## src/design/goc_pkg.sv

```systemverilog
// Shared types and constants for the gyro offset calibration / moving average block.
// No dependencies; imported by every module of the block except goc_cdiv.
package goc_pkg;

  localparam int SAMPLE_W = 16;

  // Latency of the constant divider in cycles.
  localparam int DIV_LAT  = 4;
  // Pipeline positions, counted in registers after the accept edge.
  localparam int CORR_STG = 1 + DIV_LAT;    // bias ready, sample is corrected
  localparam int SUM_STG  = CORR_STG + 1;   // ring write and window sum update
  localparam int OUT_STG  = SUM_STG + 1 + DIV_LAT;

  typedef struct packed {
    logic adv;        // pipeline moves this cycle
    logic cap_acc;    // accepted item belongs to a capture
    logic cap_done;   // accepted item completes the capture
    logic bias_upd;   // item at the correction stage loads the new bias
    logic rd_zero;    // ring slot being read was never written
    logic wr_en;      // item at the sum stage writes the ring
  } goc_ctl_t;

  typedef struct packed {
    logic signed [SAMPLE_W-1:0] rate_x;
    logic signed [SAMPLE_W-1:0] rate_y;
    logic signed [SAMPLE_W-1:0] rate_z;
    logic                       calibrating;
    logic                       calibration_done;
  } goc_res_t;

endpackage

```

## src/design/goc_cdiv.sv

```systemverilog
// Pipelined signed division by a constant, truncated toward zero.
// Reciprocal multiply with one correction step; standalone, no package use.
module goc_cdiv #(
  parameter int DIVISOR = 8,
  parameter int IN_W    = 19,
  parameter int OUT_W   = 16
) (
  input  logic                    clk,
  input  logic                    en,
  input  logic signed [IN_W-1:0]  din,
  output logic signed [OUT_W-1:0] dout
);

  localparam int MW = IN_W;
  localparam longint unsigned RECIP_L = (64'd1 << MW) / DIVISOR;
  localparam logic [MW-1:0] RECIP = MW'(RECIP_L);
  localparam logic [MW-1:0] DIV_C = MW'(DIVISOR);

  logic [MW-1:0]   din_u;
  logic [MW-1:0]   mag_a;
  logic            neg_a;
  logic [2*MW-1:0] prod_b;
  logic [MW-1:0]   mag_b;
  logic            neg_b;
  logic [MW-1:0]   q_c;
  logic            ge_c;
  logic            neg_c;
  logic [MW-1:0]   q_est;
  logic [MW-1:0]   qd;
  logic [MW-1:0]   rem;
  logic [MW-1:0]   q_fin;
  logic [MW-1:0]   q_sgn;

  assign din_u = din;

  always_comb begin
    q_est = prod_b[2*MW-1:MW];
    qd    = q_est * DIV_C;
    rem   = mag_b - qd;
    q_fin = q_c + MW'(ge_c);
    q_sgn = neg_c ? (~q_fin + MW'(1)) : q_fin;
  end

  always_ff @(posedge clk) begin
    if (en) begin
      // magnitude and sign
      neg_a  <= din[IN_W-1];
      mag_a  <= din[IN_W-1] ? (~din_u + MW'(1)) : din_u;
      // reciprocal product, quotient estimate is low by at most one
      prod_b <= (2*MW)'(mag_a) * (2*MW)'(RECIP);
      mag_b  <= mag_a;
      neg_b  <= neg_a;
      // remainder check
      q_c    <= q_est;
      ge_c   <= (rem >= DIV_C);
      neg_c  <= neg_b;
      // fix up and restore sign
      dout   <= signed'(q_sgn[OUT_W-1:0]);
    end
  end

endmodule

```

## src/design/goc_lane.sv

```systemverilog
// One axis lane: capture sum, bias divider, correction, sample ring and window average.
// Depends on goc_pkg and goc_cdiv.
module goc_lane #(
  parameter int WINDOW      = 8,
  parameter int CAL_SAMPLES = 256
) (
  input  logic                                 clk,
  input  logic                                 rst,
  input  goc_pkg::goc_ctl_t                    ctl,
  input  logic [$clog2(WINDOW)-1:0]            rd_ptr,
  input  logic [$clog2(WINDOW)-1:0]            wr_ptr,
  input  logic signed [goc_pkg::SAMPLE_W-1:0]  gyro,
  output logic signed [goc_pkg::SAMPLE_W-1:0]  rate
);

  import goc_pkg::*;

  localparam int CS_W = SAMPLE_W + $clog2(CAL_SAMPLES);
  localparam int WS_W = SAMPLE_W + $clog2(WINDOW);
  localparam logic signed [SAMPLE_W-1:0] S_MAX = {1'b0, {(SAMPLE_W-1){1'b1}}};
  localparam logic signed [SAMPLE_W-1:0] S_MIN = {1'b1, {(SAMPLE_W-1){1'b0}}};

  logic signed [CS_W-1:0]     csum;
  logic signed [CS_W-1:0]     csum_next;
  logic signed [CS_W-1:0]     csum_p1;
  logic signed [SAMPLE_W-1:0] bias_q;
  logic signed [SAMPLE_W-1:0] bias;
  logic signed [SAMPLE_W-1:0] bias_eff;
  logic signed [SAMPLE_W-1:0] samp [1:CORR_STG];
  logic signed [SAMPLE_W:0]   diff;
  logic signed [SAMPLE_W-1:0] corr;
  logic signed [SAMPLE_W-1:0] c6;
  logic signed [SAMPLE_W-1:0] ring [WINDOW];
  logic signed [SAMPLE_W-1:0] ring_q;
  logic                       zero6;
  logic signed [SAMPLE_W-1:0] old6;
  logic signed [WS_W-1:0]     wsum;

  assign csum_next = csum + CS_W'(gyro);
  assign bias_eff  = ctl.bias_upd ? bias_q : bias;
  assign diff      = (SAMPLE_W+1)'(samp[CORR_STG]) - (SAMPLE_W+1)'(bias_eff);
  assign old6      = zero6 ? '0 : ring_q;

  always_comb begin
    if (diff[SAMPLE_W] != diff[SAMPLE_W-1]) begin
      corr = diff[SAMPLE_W] ? S_MIN : S_MAX;
    end else begin
      corr = diff[SAMPLE_W-1:0];
    end
  end

  // control-side state
  always_ff @(posedge clk) begin
    if (rst) begin
      csum <= '0;
      bias <= '0;
      wsum <= '0;
    end else begin
      if (ctl.cap_acc) begin
        csum <= ctl.cap_done ? '0 : csum_next;
      end
      if (ctl.adv && ctl.bias_upd) begin
        bias <= bias_q;
      end
      if (ctl.adv && ctl.wr_en) begin
        wsum <= wsum - WS_W'(old6) + WS_W'(c6);
      end
    end
  end

  // payload path and ring memory
  always_ff @(posedge clk) begin
    if (ctl.adv) begin
      csum_p1 <= csum_next;
      samp[1] <= gyro;
      for (int i = 2; i <= CORR_STG; i++) begin
        samp[i] <= samp[i-1];
      end
      c6     <= corr;
      ring_q <= ring[rd_ptr];
      zero6  <= ctl.rd_zero;
      if (ctl.wr_en) begin
        ring[wr_ptr] <= c6;
      end
    end
  end

  goc_cdiv #(
    .DIVISOR (CAL_SAMPLES),
    .IN_W    (CS_W),
    .OUT_W   (SAMPLE_W)
  ) u_bias_div (
    .clk  (clk),
    .en   (ctl.adv),
    .din  (csum_p1),
    .dout (bias_q)
  );

  goc_cdiv #(
    .DIVISOR (WINDOW),
    .IN_W    (WS_W),
    .OUT_W   (SAMPLE_W)
  ) u_rate_div (
    .clk  (clk),
    .en   (ctl.adv),
    .din  (wsum),
    .dout (rate)
  );

endmodule

```

## src/design/goc_ctrl.sv

```systemverilog
// Shared control: capture sequencing, pipeline valid and flag delay lines, ring pointers.
// Depends on goc_pkg.
module goc_ctrl #(
  parameter int WINDOW      = 8,
  parameter int CAL_SAMPLES = 256
) (
  input  logic                      clk,
  input  logic                      rst,
  input  logic                      adv,
  input  logic                      acc,
  input  logic                      request_calibration,
  output goc_pkg::goc_ctl_t         ctl,
  output logic [$clog2(WINDOW)-1:0] rd_ptr,
  output logic [$clog2(WINDOW)-1:0] wr_ptr,
  output logic                      item_valid,
  output logic                      item_calibrating,
  output logic                      item_done
);

  import goc_pkg::*;

  localparam int CNT_W = $clog2(CAL_SAMPLES + 1);
  localparam int PTR_W = $clog2(WINDOW);
  localparam logic [PTR_W-1:0] PTR_LAST = PTR_W'(WINDOW - 1);

  logic             active;
  logic [CNT_W-1:0] count;
  logic [CNT_W-1:0] count_next;
  logic             active_eff;
  logic             done0;
  logic             ring_full;
  logic             v_pipe    [1:OUT_STG];
  logic             done_pipe [1:OUT_STG];
  logic             cal_pipe  [1:OUT_STG];

  assign active_eff = active | request_calibration;
  assign count_next = count + CNT_W'(1);
  assign done0      = active_eff && (count_next == CNT_W'(CAL_SAMPLES));

  assign ctl = '{
    adv:      adv,
    cap_acc:  acc & active_eff,
    cap_done: done0,
    bias_upd: v_pipe[CORR_STG] & done_pipe[CORR_STG],
    rd_zero:  ~ring_full,
    wr_en:    v_pipe[SUM_STG]
  };

  assign item_valid       = v_pipe[OUT_STG];
  assign item_calibrating = cal_pipe[OUT_STG];
  assign item_done        = done_pipe[OUT_STG];

  always_ff @(posedge clk) begin
    if (rst) begin
      active    <= 1'b0;
      count     <= '0;
      rd_ptr    <= '0;
      wr_ptr    <= '0;
      ring_full <= 1'b0;
      for (int i = 1; i <= OUT_STG; i++) begin
        v_pipe[i]    <= 1'b0;
        done_pipe[i] <= 1'b0;
        cal_pipe[i]  <= 1'b0;
      end
    end else begin
      if (acc && active_eff) begin
        active <= ~done0;
        count  <= done0 ? '0 : count_next;
      end
      if (adv) begin
        v_pipe[1]    <= acc;
        done_pipe[1] <= acc & done0;
        cal_pipe[1]  <= active_eff & ~done0;
        for (int i = 2; i <= OUT_STG; i++) begin
          v_pipe[i]    <= v_pipe[i-1];
          done_pipe[i] <= done_pipe[i-1];
          cal_pipe[i]  <= cal_pipe[i-1];
        end
        if (v_pipe[CORR_STG]) begin
          rd_ptr <= (rd_ptr == PTR_LAST) ? '0 : rd_ptr + PTR_W'(1);
          if (rd_ptr == PTR_LAST) begin
            ring_full <= 1'b1;
          end
        end
        if (v_pipe[SUM_STG]) begin
          wr_ptr <= (wr_ptr == PTR_LAST) ? '0 : wr_ptr + PTR_W'(1);
        end
      end
    end
  end

endmodule

```

## src/design/gyro_offset_cal_moving_average.sv

```systemverilog
// An accepted item passes the capture sum register, bias divider, correction and window sum
// registers, rate divider and output register. Throughput: one item per cycle while sample_stall
// is low; the dividers, bias update and ring read/write share one pipeline that advances as a whole.
// Reset (rst, synchronous): bias, capture sums and count, window sums and ring pointers
// clear; ring slots never written since reset read as zero via a wrap flag, no clearing pass.
// A one-entry skid behind the output register keeps sample_stall a registered signal.
module gyro_offset_cal_moving_average #(
  parameter int WINDOW      = 8,
  parameter int CAL_SAMPLES = 256
) (
  input  logic                                clk,
  input  logic                                rst,
  input  logic                                sample_valid,
  output logic                                sample_stall,
  input  logic signed [goc_pkg::SAMPLE_W-1:0] gyro_x,
  input  logic signed [goc_pkg::SAMPLE_W-1:0] gyro_y,
  input  logic signed [goc_pkg::SAMPLE_W-1:0] gyro_z,
  input  logic                                request_calibration,
  output logic                                result_valid,
  input  logic                                result_stall,
  output logic signed [goc_pkg::SAMPLE_W-1:0] rate_x,
  output logic signed [goc_pkg::SAMPLE_W-1:0] rate_y,
  output logic signed [goc_pkg::SAMPLE_W-1:0] rate_z,
  output logic                                calibrating,
  output logic                                calibration_done
);

  import goc_pkg::*;

  localparam int PTR_W = $clog2(WINDOW);

  goc_ctl_t   ctl;
  logic [PTR_W-1:0] rd_ptr;
  logic [PTR_W-1:0] wr_ptr;
  logic       adv;
  logic       acc;
  logic       pipe_v;
  logic       pipe_cal;
  logic       pipe_done;
  logic signed [SAMPLE_W-1:0] lane_rate_x;
  logic signed [SAMPLE_W-1:0] lane_rate_y;
  logic signed [SAMPLE_W-1:0] lane_rate_z;
  goc_res_t   pipe_res;
  goc_res_t   out_q;
  goc_res_t   sk_q;
  logic       sk_v;
  logic       out_take;

  // The whole pipeline holds only while the skid entry is occupied.
  assign adv          = ~sk_v;
  assign sample_stall = sk_v;
  assign acc          = sample_valid & ~sample_stall;
  assign out_take     = result_valid & ~result_stall;

  goc_ctrl #(
    .WINDOW      (WINDOW),
    .CAL_SAMPLES (CAL_SAMPLES)
  ) u_ctrl (
    .clk                 (clk),
    .rst                 (rst),
    .adv                 (adv),
    .acc                 (acc),
    .request_calibration (request_calibration),
    .ctl                 (ctl),
    .rd_ptr              (rd_ptr),
    .wr_ptr              (wr_ptr),
    .item_valid          (pipe_v),
    .item_calibrating    (pipe_cal),
    .item_done           (pipe_done)
  );

  // One lane per axis, all driven by the same control word.
  goc_lane #(
    .WINDOW      (WINDOW),
    .CAL_SAMPLES (CAL_SAMPLES)
  ) u_lane_x (
    .clk    (clk),
    .rst    (rst),
    .ctl    (ctl),
    .rd_ptr (rd_ptr),
    .wr_ptr (wr_ptr),
    .gyro   (gyro_x),
    .rate   (lane_rate_x)
  );

  goc_lane #(
    .WINDOW      (WINDOW),
    .CAL_SAMPLES (CAL_SAMPLES)
  ) u_lane_y (
    .clk    (clk),
    .rst    (rst),
    .ctl    (ctl),
    .rd_ptr (rd_ptr),
    .wr_ptr (wr_ptr),
    .gyro   (gyro_y),
    .rate   (lane_rate_y)
  );

  goc_lane #(
    .WINDOW      (WINDOW),
    .CAL_SAMPLES (CAL_SAMPLES)
  ) u_lane_z (
    .clk    (clk),
    .rst    (rst),
    .ctl    (ctl),
    .rd_ptr (rd_ptr),
    .wr_ptr (wr_ptr),
    .gyro   (gyro_z),
    .rate   (lane_rate_z)
  );

  assign pipe_res = '{
    rate_x:           lane_rate_x,
    rate_y:           lane_rate_y,
    rate_z:           lane_rate_z,
    calibrating:      pipe_cal,
    calibration_done: pipe_done
  };

  // Merge the lanes into one result item; output register plus one skid entry.
  always_ff @(posedge clk) begin
    if (rst) begin
      result_valid <= 1'b0;
      sk_v         <= 1'b0;
    end else begin
      if (sk_v) begin
        // pipeline is held; drain the skid entry first
        if (out_take) begin
          out_q <= sk_q;
          sk_v  <= 1'b0;
        end
      end else if (pipe_v) begin
        if (!result_valid || !result_stall) begin
          out_q        <= pipe_res;
          result_valid <= 1'b1;
        end else begin
          // output is stalled: park the arriving item
          sk_q <= pipe_res;
          sk_v <= 1'b1;
        end
      end else if (out_take) begin
        result_valid <= 1'b0;
      end
    end
  end

  assign rate_x           = out_q.rate_x;
  assign rate_y           = out_q.rate_y;
  assign rate_z           = out_q.rate_z;
  assign calibrating      = out_q.calibrating;
  assign calibration_done = out_q.calibration_done;

  // The skid entry is only ever filled behind a waiting result.
  a_skid_behind_out: assert property (@(posedge clk) disable iff (rst)
    sk_v |-> result_valid)
    else $error("skid entry occupied with no result waiting");

  // A stalled result with an arriving item must park that item.
  a_skid_fills: assert property (@(posedge clk) disable iff (rst)
    (result_valid && result_stall && !sk_v && pipe_v) |=> sk_v)
    else $error("arriving item not parked while output stalled");

  // The completing item of a capture already reports the capture as ended.
  a_done_ends_cal: assert property (@(posedge clk) disable iff (rst)
    (result_valid && calibration_done) |-> !calibrating)
    else $error("calibration_done together with calibrating");

  // While the skid entry is held, no new item enters the pipeline.
  a_no_accept_full: assert property (@(posedge clk) disable iff (rst)
    sk_v |-> !acc)
    else $error("item accepted while pipeline is held");

endmodule

```

## config.mk

```make
export PLATFORM = sky130hd
export DESIGN_NAME = gyro_offset_cal_moving_average
export DESIGN_NICKNAME = d
export VERILOG_FILES = /design/src/design/goc_pkg.sv /design/src/design/goc_cdiv.sv /design/src/design/goc_lane.sv /design/src/design/goc_ctrl.sv /design/src/design/gyro_offset_cal_moving_average.sv
export SDC_FILE = /design/constraint.sdc
export NUM_CORES = 2
export LEC_CHECK = 0
export BUFFER_PORTS_ARGS = -buffer_cell sky130_fd_sc_hd__buf_4
export CAP_MARGIN = 0
export CORE_MARGIN = 5
export CORE_UTILIZATION = 65
export DETAILED_ROUTE_END_ITERATION = 6
export PLACE_DENSITY = 0.82
export SLEW_MARGIN = 40
export SYNTH_ARGS = -nofsm -noshare
export SYNTH_HDL_FRONTEND = slang
export SYNTH_SLANG_ARGS = --single-unit
```

## constraint.sdc

```tcl
create_clock -name clk -period 50.7 [get_ports clk]
set_clock_uncertainty 0.1 [all_clocks]
set_input_delay 15.21 -clock clk [delete_from_list [all_inputs] [get_ports clk]]
set_output_delay 15.21 -clock clk [all_outputs]
set_load 0.005 [all_outputs]
```

# [After elaboration in Yosys (flattened, before gate mapping)]
# Memories as Yosys holds them, arrays and structs flattened. A register that Yosys moved wholly into a read port is not among the register bits.
# Index checks and enable logic that the tools add are counted.
[op_classes] n_addsub=39 order_cmp=6 n_eq_ne=8 n_mux=82 bitwise=58 n_reduce_logical=19
[ops] cell="16-bit 2-to-1 mux" count=18
[ops] cell="50-bit 2-to-1 mux" count=4
[ops] cell="16-bit by 1-bit adder with 16-bit output" count=6
[ops] cell="16-bit by 1-bit adder with 16-bit output, second input constant" count=6
[ops] cell="16-bit inverter" count=6
[ops] cell="24-bit by 1-bit adder with 24-bit output, second input constant" count=3
[ops] cell="24-bit by 16-bit adder with 24-bit output" count=3
[ops] cell="24-bit by 9-bit >= comparator with 1-bit output, second input constant" count=3
[ops] cell="24-bit 2-to-1 mux" count=3
[ops] cell="24-bit inverter" count=3
[ops] cell="24-bit subtractor" count=3
[ops] cell="23-bit 2-to-1 mux" count=3
[ops] cell="19-bit by 1-bit adder with 19-bit output, second input constant" count=3
[ops] cell="19-bit by 16-bit adder with 19-bit output" count=3
[ops] cell="19-bit by 4-bit >= comparator with 1-bit output, second input constant" count=3
[ops] cell="19-bit inverter" count=3
[ops] cell="19-bit by 16-bit subtractor with 19-bit output" count=3
[ops] cell="19-bit subtractor" count=3
[ops] cell="18-bit 2-to-1 mux" count=3
[ops] cell="16-bit by 16-bit subtractor with 17-bit output" count=3
[ops] cell="1-bit 2-to-1 mux" count=48
[ops] cell="1-bit OR" count=34
[ops] cell="9-bit by 1-bit adder with 9-bit output, second input constant" count=1
[ops] cell="9-bit == test, second input constant" count=1
[ops] cell="other kinds (15)" count=43
[word_totals] ff_bits=891 mem_bits_rw=657 input_bits=53 out_inout_bits=52 word_cells=308 n_memories=9
[memory_table] memory="u_lane_x.ring" words=8 word_bits=16 rd=1 rd_ports_with_merged_regs=1 write_ports=1 line_no="goc_lane.sv:33" source="logic signed [SAMPLE_W-1:0] ring [WINDOW];"
[memory_table] memory="u_lane_y.ring" words=8 word_bits=16 rd=1 rd_ports_with_merged_regs=1 write_ports=1 line_no="goc_lane.sv:33"
[memory_table] memory="u_lane_z.ring" words=8 word_bits=16 rd=1 rd_ports_with_merged_regs=1 write_ports=1 line_no="goc_lane.sv:33"
[memory_table] memory="u_lane_x.samp" words=5 word_bits=16 rd=5 rd_ports_with_merged_regs=0 write_ports=5 line_no="goc_lane.sv:29" source="logic signed [SAMPLE_W-1:0] samp [1:CORR_STG];"
[memory_table] memory="u_lane_y.samp" words=5 word_bits=16 rd=5 rd_ports_with_merged_regs=0 write_ports=5 line_no="goc_lane.sv:29"
[memory_table] memory="u_lane_z.samp" words=5 word_bits=16 rd=5 rd_ports_with_merged_regs=0 write_ports=5 line_no="goc_lane.sv:29"
[memory_table] memory="+3 memories"

# [Logic depth before layout (Yosys ltp)]
[depth] depth_word=6 depth_mapped=17 ltp_nobuf=15

# [By module]
# A second synthesis with hierarchy kept.
[unflattened] cells_unflattened=4654 hier_area_um2=66652.7
[modules_own_cells] module="goc_lane (u_lane_z)" instances=1 cells_per_inst=1118 area_per_inst_um2=14981.9 seq_area_each_um2=9138.8
[modules_own_cells] module="goc_lane (u_lane_y)" instances=1 cells_per_inst=1131 area_per_inst_um2=14943.1 seq_area_each_um2=9138.8
[modules_own_cells] module="goc_lane (u_lane_x)" instances=1 cells_per_inst=1113 area_per_inst_um2=14928.1 seq_area_each_um2=9138.8
[modules_own_cells] module="goc_cdiv (u_lane_x.u_bias_div ...)" instances=3 cells_per_inst=157 area_per_inst_um2=2676.3 seq_area_each_um2=2011.9
[modules_own_cells] module="goc_cdiv (u_lane_x.u_rate_div ...)" instances=3 cells_per_inst=156 area_per_inst_um2=2625.0 seq_area_each_um2=2011.9
[modules_own_cells] module="gyro_offset_cal_moving_average" instances=1 cells_per_inst=170 area_per_inst_um2=3733.6 seq_area_each_um2=3042.9
[modules_own_cells] module="goc_ctrl" instances=1 cells_per_inst=183 area_per_inst_um2=2162.1 seq_area_each_um2=1331.3

# [Worst setup path after synthesis]
# No wires, ideal clock.
[synth_path] path_kind="reg2reg" from="reg sk_v, in the netlist sample_stall" to="mem u_lane_x.ring[0][0] (enable)" setup_ns=0.573 t_arrival_ns=22.509 required_time_ns=50.027 path_slack_ns=27.519 stages_incl_launch_ff=6 path_buffers=2 synth_period_minus_slack_ns=23.181 cell_sequence="dfxtp_1 > inv_1 > nand2_1 > clkbuf_1 > clkbuf_1 > nor4_1"
[synth_via] elab_chain_len=2
[synth_lines] item="start, declared" line_no="gyro_offset_cal_moving_average.sv:46" source="logic sk_v;"
[synth_lines] item="start signal, assigned" line_no="gyro_offset_cal_moving_average.sv:124" source="sk_v <= 1'b0;"
[synth_lines] item="start signal, assigned" line_no="gyro_offset_cal_moving_average.sv:130" source="sk_v <= 1'b0;"
[synth_lines] item="start signal, assigned" line_no="gyro_offset_cal_moving_average.sv:139" source="sk_v <= 1'b1;"
[synth_lines] item="1-bit 2-to-1 mux" line_no="goc_lane.sv:73" source="if (ctl.adv) begin"
[synth_lines] item="1-bit 2-to-1 mux (implied by the code)" line_no="goc_lane.sv:83" source="ring[wr_ptr] <= c6;"
[synth_lines] item="end, declared" line_no="goc_lane.sv:33"
# No other way between the ends.

# [Worst setup path after layout]
[layout_path] from="in gyro_z[0] in the netlist's numbering" to="reg u_lane_z.csum[18]"
[layout_via] elab_chain_len=2
[layout_lines] item="start, declared" line_no="gyro_offset_cal_moving_average.sv:17" source="input logic signed [goc_pkg::SAMPLE_W-1:0] gyro_z,"
[layout_lines] item="24-bit by 16-bit adder with 24-bit output" line_no="goc_lane.sv:39" source="assign csum_next = csum + CS_W'(gyro);"
[layout_lines] item="net u_lane_z.csum_next[18]" line_no="goc_lane.sv:24" source="logic signed [CS_W-1:0] csum_next;"
[layout_lines] item="24-bit 2-to-1 mux" line_no="goc_lane.sv:60" source="csum <= ctl.cap_done ? '0 : csum_next;"
[layout_lines] item="end signal, assigned" line_no="goc_lane.sv:60"
[layout_lines] item="end, declared" line_no="goc_lane.sv:23" source="logic signed [CS_W-1:0] csum;"
# The timed path passes the listed nets, and every way through them passes these cells.
# A chain may end at the register's enable or synchronous reset.

==> impl_results.md <==
* Placed cell areas at 68000 µm²
* Root Buffer: clkbuf_16
* Slowest stage delay, CP at 0.54 ns
* CP Launch Type: input port
* CTS hold repair buffers at 0
* Routed vias/inst at 5.94
* Maxcap violations at 0
* Comb pwr share at 0.107
* Final hold slack at 0.309 ns
* Syn Area/Cell at 14.7 µm²
* Synthesis-to-finish area growth at 11.3%
* Vias in the first global route at 36668
* Worst reg-to-reg setup slack at 45.46 ns
* Leakage power at 0.0275 µW
* Cells after Synth at 4464
* Setup Fix Bufs, Post-CTS at 0
* Clock Path Buffers at 3
* P_int at 2310 µW
* Chip width at 328 µm
* Main synth FF type: edfxtp_1
* Via count at 35934
* Per-cell routed wire length at 19.5 µm
* Clock sink total at 1524
* Worst slew margin at 0.434
* P_sw at 724 µW
* Kind of critical path: in2reg
* First-pass GRT wire length at 193000 µm
* Largest net degree at the start of global routing at 181
* Design area at 73000 µm²
* Die span in y at 328 µm
* Worst-Margin Slew at 0.849 ns
* Core Region at 100000 µm²
* Final Hold Fails at 0
* Fmax at 56.3 MHz
* Period utilisation layout at 0.350
* TritonCTS clock tree: built
* Slowest cell on crit path: o41ai_2
* RSZ-0062 raised after global routing: false
* Outcome: complete, no violations
* Register area share after synthesis at 0.668
* Setup crit start: gyro_z[0]
* Post-synth EDFFs at 1328
* Switching share of power at 0.239
* Starting density of the core at 0.655
* Slew Viols, Final at 0
* Post-synth top area share at 0.608
* R2R cell count at 14
* Drt pass-1 iters at 6
* R2r startpoint: u_ctrl.v_pipe[0][5]
* Synth top area cells: edfxtp_1 (61%), dfxtp_1 (6.0%), xnor2_1 (3.8%), ha_1 (3.7%), mux4_2 (3.3%)
* DRT iter0 DRCs at 3130
* Clock latency on the worst-skew pair at 0.76 ns
* CP top delay family: compound AO/OA/AOI/OAI gates
* Reg2Reg Capture Point: u_lane_y.c6[11]
* Maximum vdd drop at 0.0347 mV
* Row cnt at 116
* Cell accounting for the most synthesized area: edfxtp_1
* Post-Syn Area at 65600 µm²
* Warnings from Yosys at 0
* Asr flop ratio synth at 0
* Routability-driven placement congestion ratio at 0.869
* Number of synthesized register bits at 1524
* Initial antenna violation count at 0
* # setup viols final at 0
* HP Class: reg2reg
* Critical path destination: u_lane_z.csum[18]
* CP bufs+invs at 1
* Clock-pin slew on the worst setup and hold paths at 0.06 ns
* Crit. End Element: register
* Layout Nets at 4929
* Tmin final at 17.76 ns
* Commonest cells post-synth: edfxtp_1 (1328), xnor2_1 (282), inv_1 (280)
* Die area at 107000 µm²
* Layout cells sized above 1 at 0.135
* Clock power frac at 0.363
* WL final at 118000 µm
* # IOs at 105
* Crit Path Max Fanout at 5
* P per Cell Area at 41.6 nW/µm²
* Critical path depth at 12
* CP required at 51.24 ns
* Total GRT Usage at 0.223
* Share of total power in sequential cells at 0.530
* # diodes at 0
* CP cell instances: buf_4 > ha_1 > fa_1 > a21o_1 > a21oi_1 > nor4_1 > or2_2 > o41ai_2 > o21ai_0 > a31o_2 > xnor2_1 > a22o_1
* CTS H-Tree Depth at 4
* # resized after CTS at 0
* Arrival time worst endpoint at 18.30 ns
* TritonCTS buffer count at 147
* Grt total ovfl at 0
* Setup TNS at 0 ns
* Top-count cell post-synth: edfxtp_1
* Buffers on Ports at 104
* DP HPWL at 71500 µm
* Netlist cell types at 72
* DR DRC count at 0
* Post-route antenna net violation count at 0
-- cells in the final DEF, fill, tap and decap left out, types with 35 or more instances in the layout --
cell type | netlist | final
nand2_1 | 257 | 255
mux2i_1 | 59 | 59
a22o_1 | 80 | 80
xnor2_1 | 282 | 282
ha_1 | 192 | 192
nand2b_1 | 36 | 35
nor2_1 | 194 | 188
edfxtp_1 | 1328 | 1328
mux4_2 | 96 | 96
clkbuf_16 | 0 | 149
buf_4 | 0 | 131
o31ai_1 | 57 | 57
a21oi_1 | 198 | 198
nand3_1 | 59 | 59
fa_1 | 60 | 60
a22oi_1 | 48 | 48
mux2_2 | 110 | 110
xor2_1 | 66 | 66
nor3_1 | 54 | 49
dfxtp_1 | 196 | 192
o21ai_0 | 145 | 145
nor2b_1 | 75 | 74
inv_1 | 280 | 279
a21o_1 | 73 | 73
-- cell type report --
cell class | count | area [µm²]
timing repair buffer | 145 | 1210
inverter | 280 | 1060
tap | 1298 | 1620
multi-input combinational | 2526 | 20400
clock inverter | 67 | 785
fill | 5943 | 27100
clock buffer | 206 | 4170
sequential | 1524 | 43800
-- power by group through the flow --
| stage | registers (µW) | logic (µW) | clock network, µW |
|---|---|---|---|
| finish | 1610 | 325 | 1100 |
| global route | 1620 | 363 | 1180 |
| CTS | 1610 | 322 | 1120 |
| detailed placement | 1630 | 315 | 0 |
| global placement | 1620 | 303 | 0 |
| floorplan | 1600 | 264 | 0 |
-- sequential cells by signal, indices dropped and copies added, names as in the netlist, 50 cells and up --
name / cells
u_lane_x.ring: 128
u_lane_y.ring: 128
u_lane_z.ring: 128
u_lane_y.samp: 80
u_lane_x.samp: 80
u_lane_z.samp: 80
sk_q: 50
-- per-layer routing --
metal | global-route usage | vias to the layer above | part of all wire
met3 | 0.0375 | 220 | 0.061
met1 | 0.297 | 17570 | 0.41
met2 | 0.385 | 1112 | 0.50
met5 | 0 | - | 0
met4 | 0.0622 | 0 | 0.022
li1 | - | 17032 | -
-- metrics by stage --
stage	std cells	setup slack [ns]	power, µW	util
floorplan	4469	27.52	1860	-
global placement	5768	31.86	1920	0.678
detailed placement	5771	32.23	1950	0.679
CTS	6044	33.03	3050	0.729
global route	6046	32.81	3160	0.729
finish	6046	32.94	3040	0.729
-- cells by family (layout without fill, tap and decap cells) --
family	count (synthesis)	count (layout)	share of synthesized area
AO/OA/AOI/OAI	777	777	0.0783
buffers and inverters	419	698	0.0240
multiplexers	265	265	0.0609
flip-flops	1524	1524	0.668
XOR/XNOR	348	348	0.0465
AND/OR/NAND/NOR	871	871	0.0664
adder cells (fa/ha/maj)	259	259	0.0560
other	1	6	0.0000572
-- how the worst min path moves through the flow --
| stage | startpoint | to | cells past startpoint |
|---|---|---|---|
| 2_1_floorplan | u_lane_x.samp[0][16] | u_lane_x.samp[0][32] | 0 |
| 3_3_place_gp | u_lane_y.u_rate_div.mag_a[18] | u_lane_y.u_rate_div.mag_b[18] | 0 |
| 3_5_place_dp | u_lane_x.samp[0][33] | u_lane_x.samp[0][49] | 0 |
| 4_1_cts | u_lane_x.samp[0][33] | u_lane_x.samp[0][49] | 0 |
| 5_1_grt | u_lane_x.samp[0][33] | u_lane_x.samp[0][49] | 0 |
| 6_report | u_lane_x.samp[0][33] | u_lane_x.samp[0][49] | 0 |
Power figures use the tool's default switching activity.
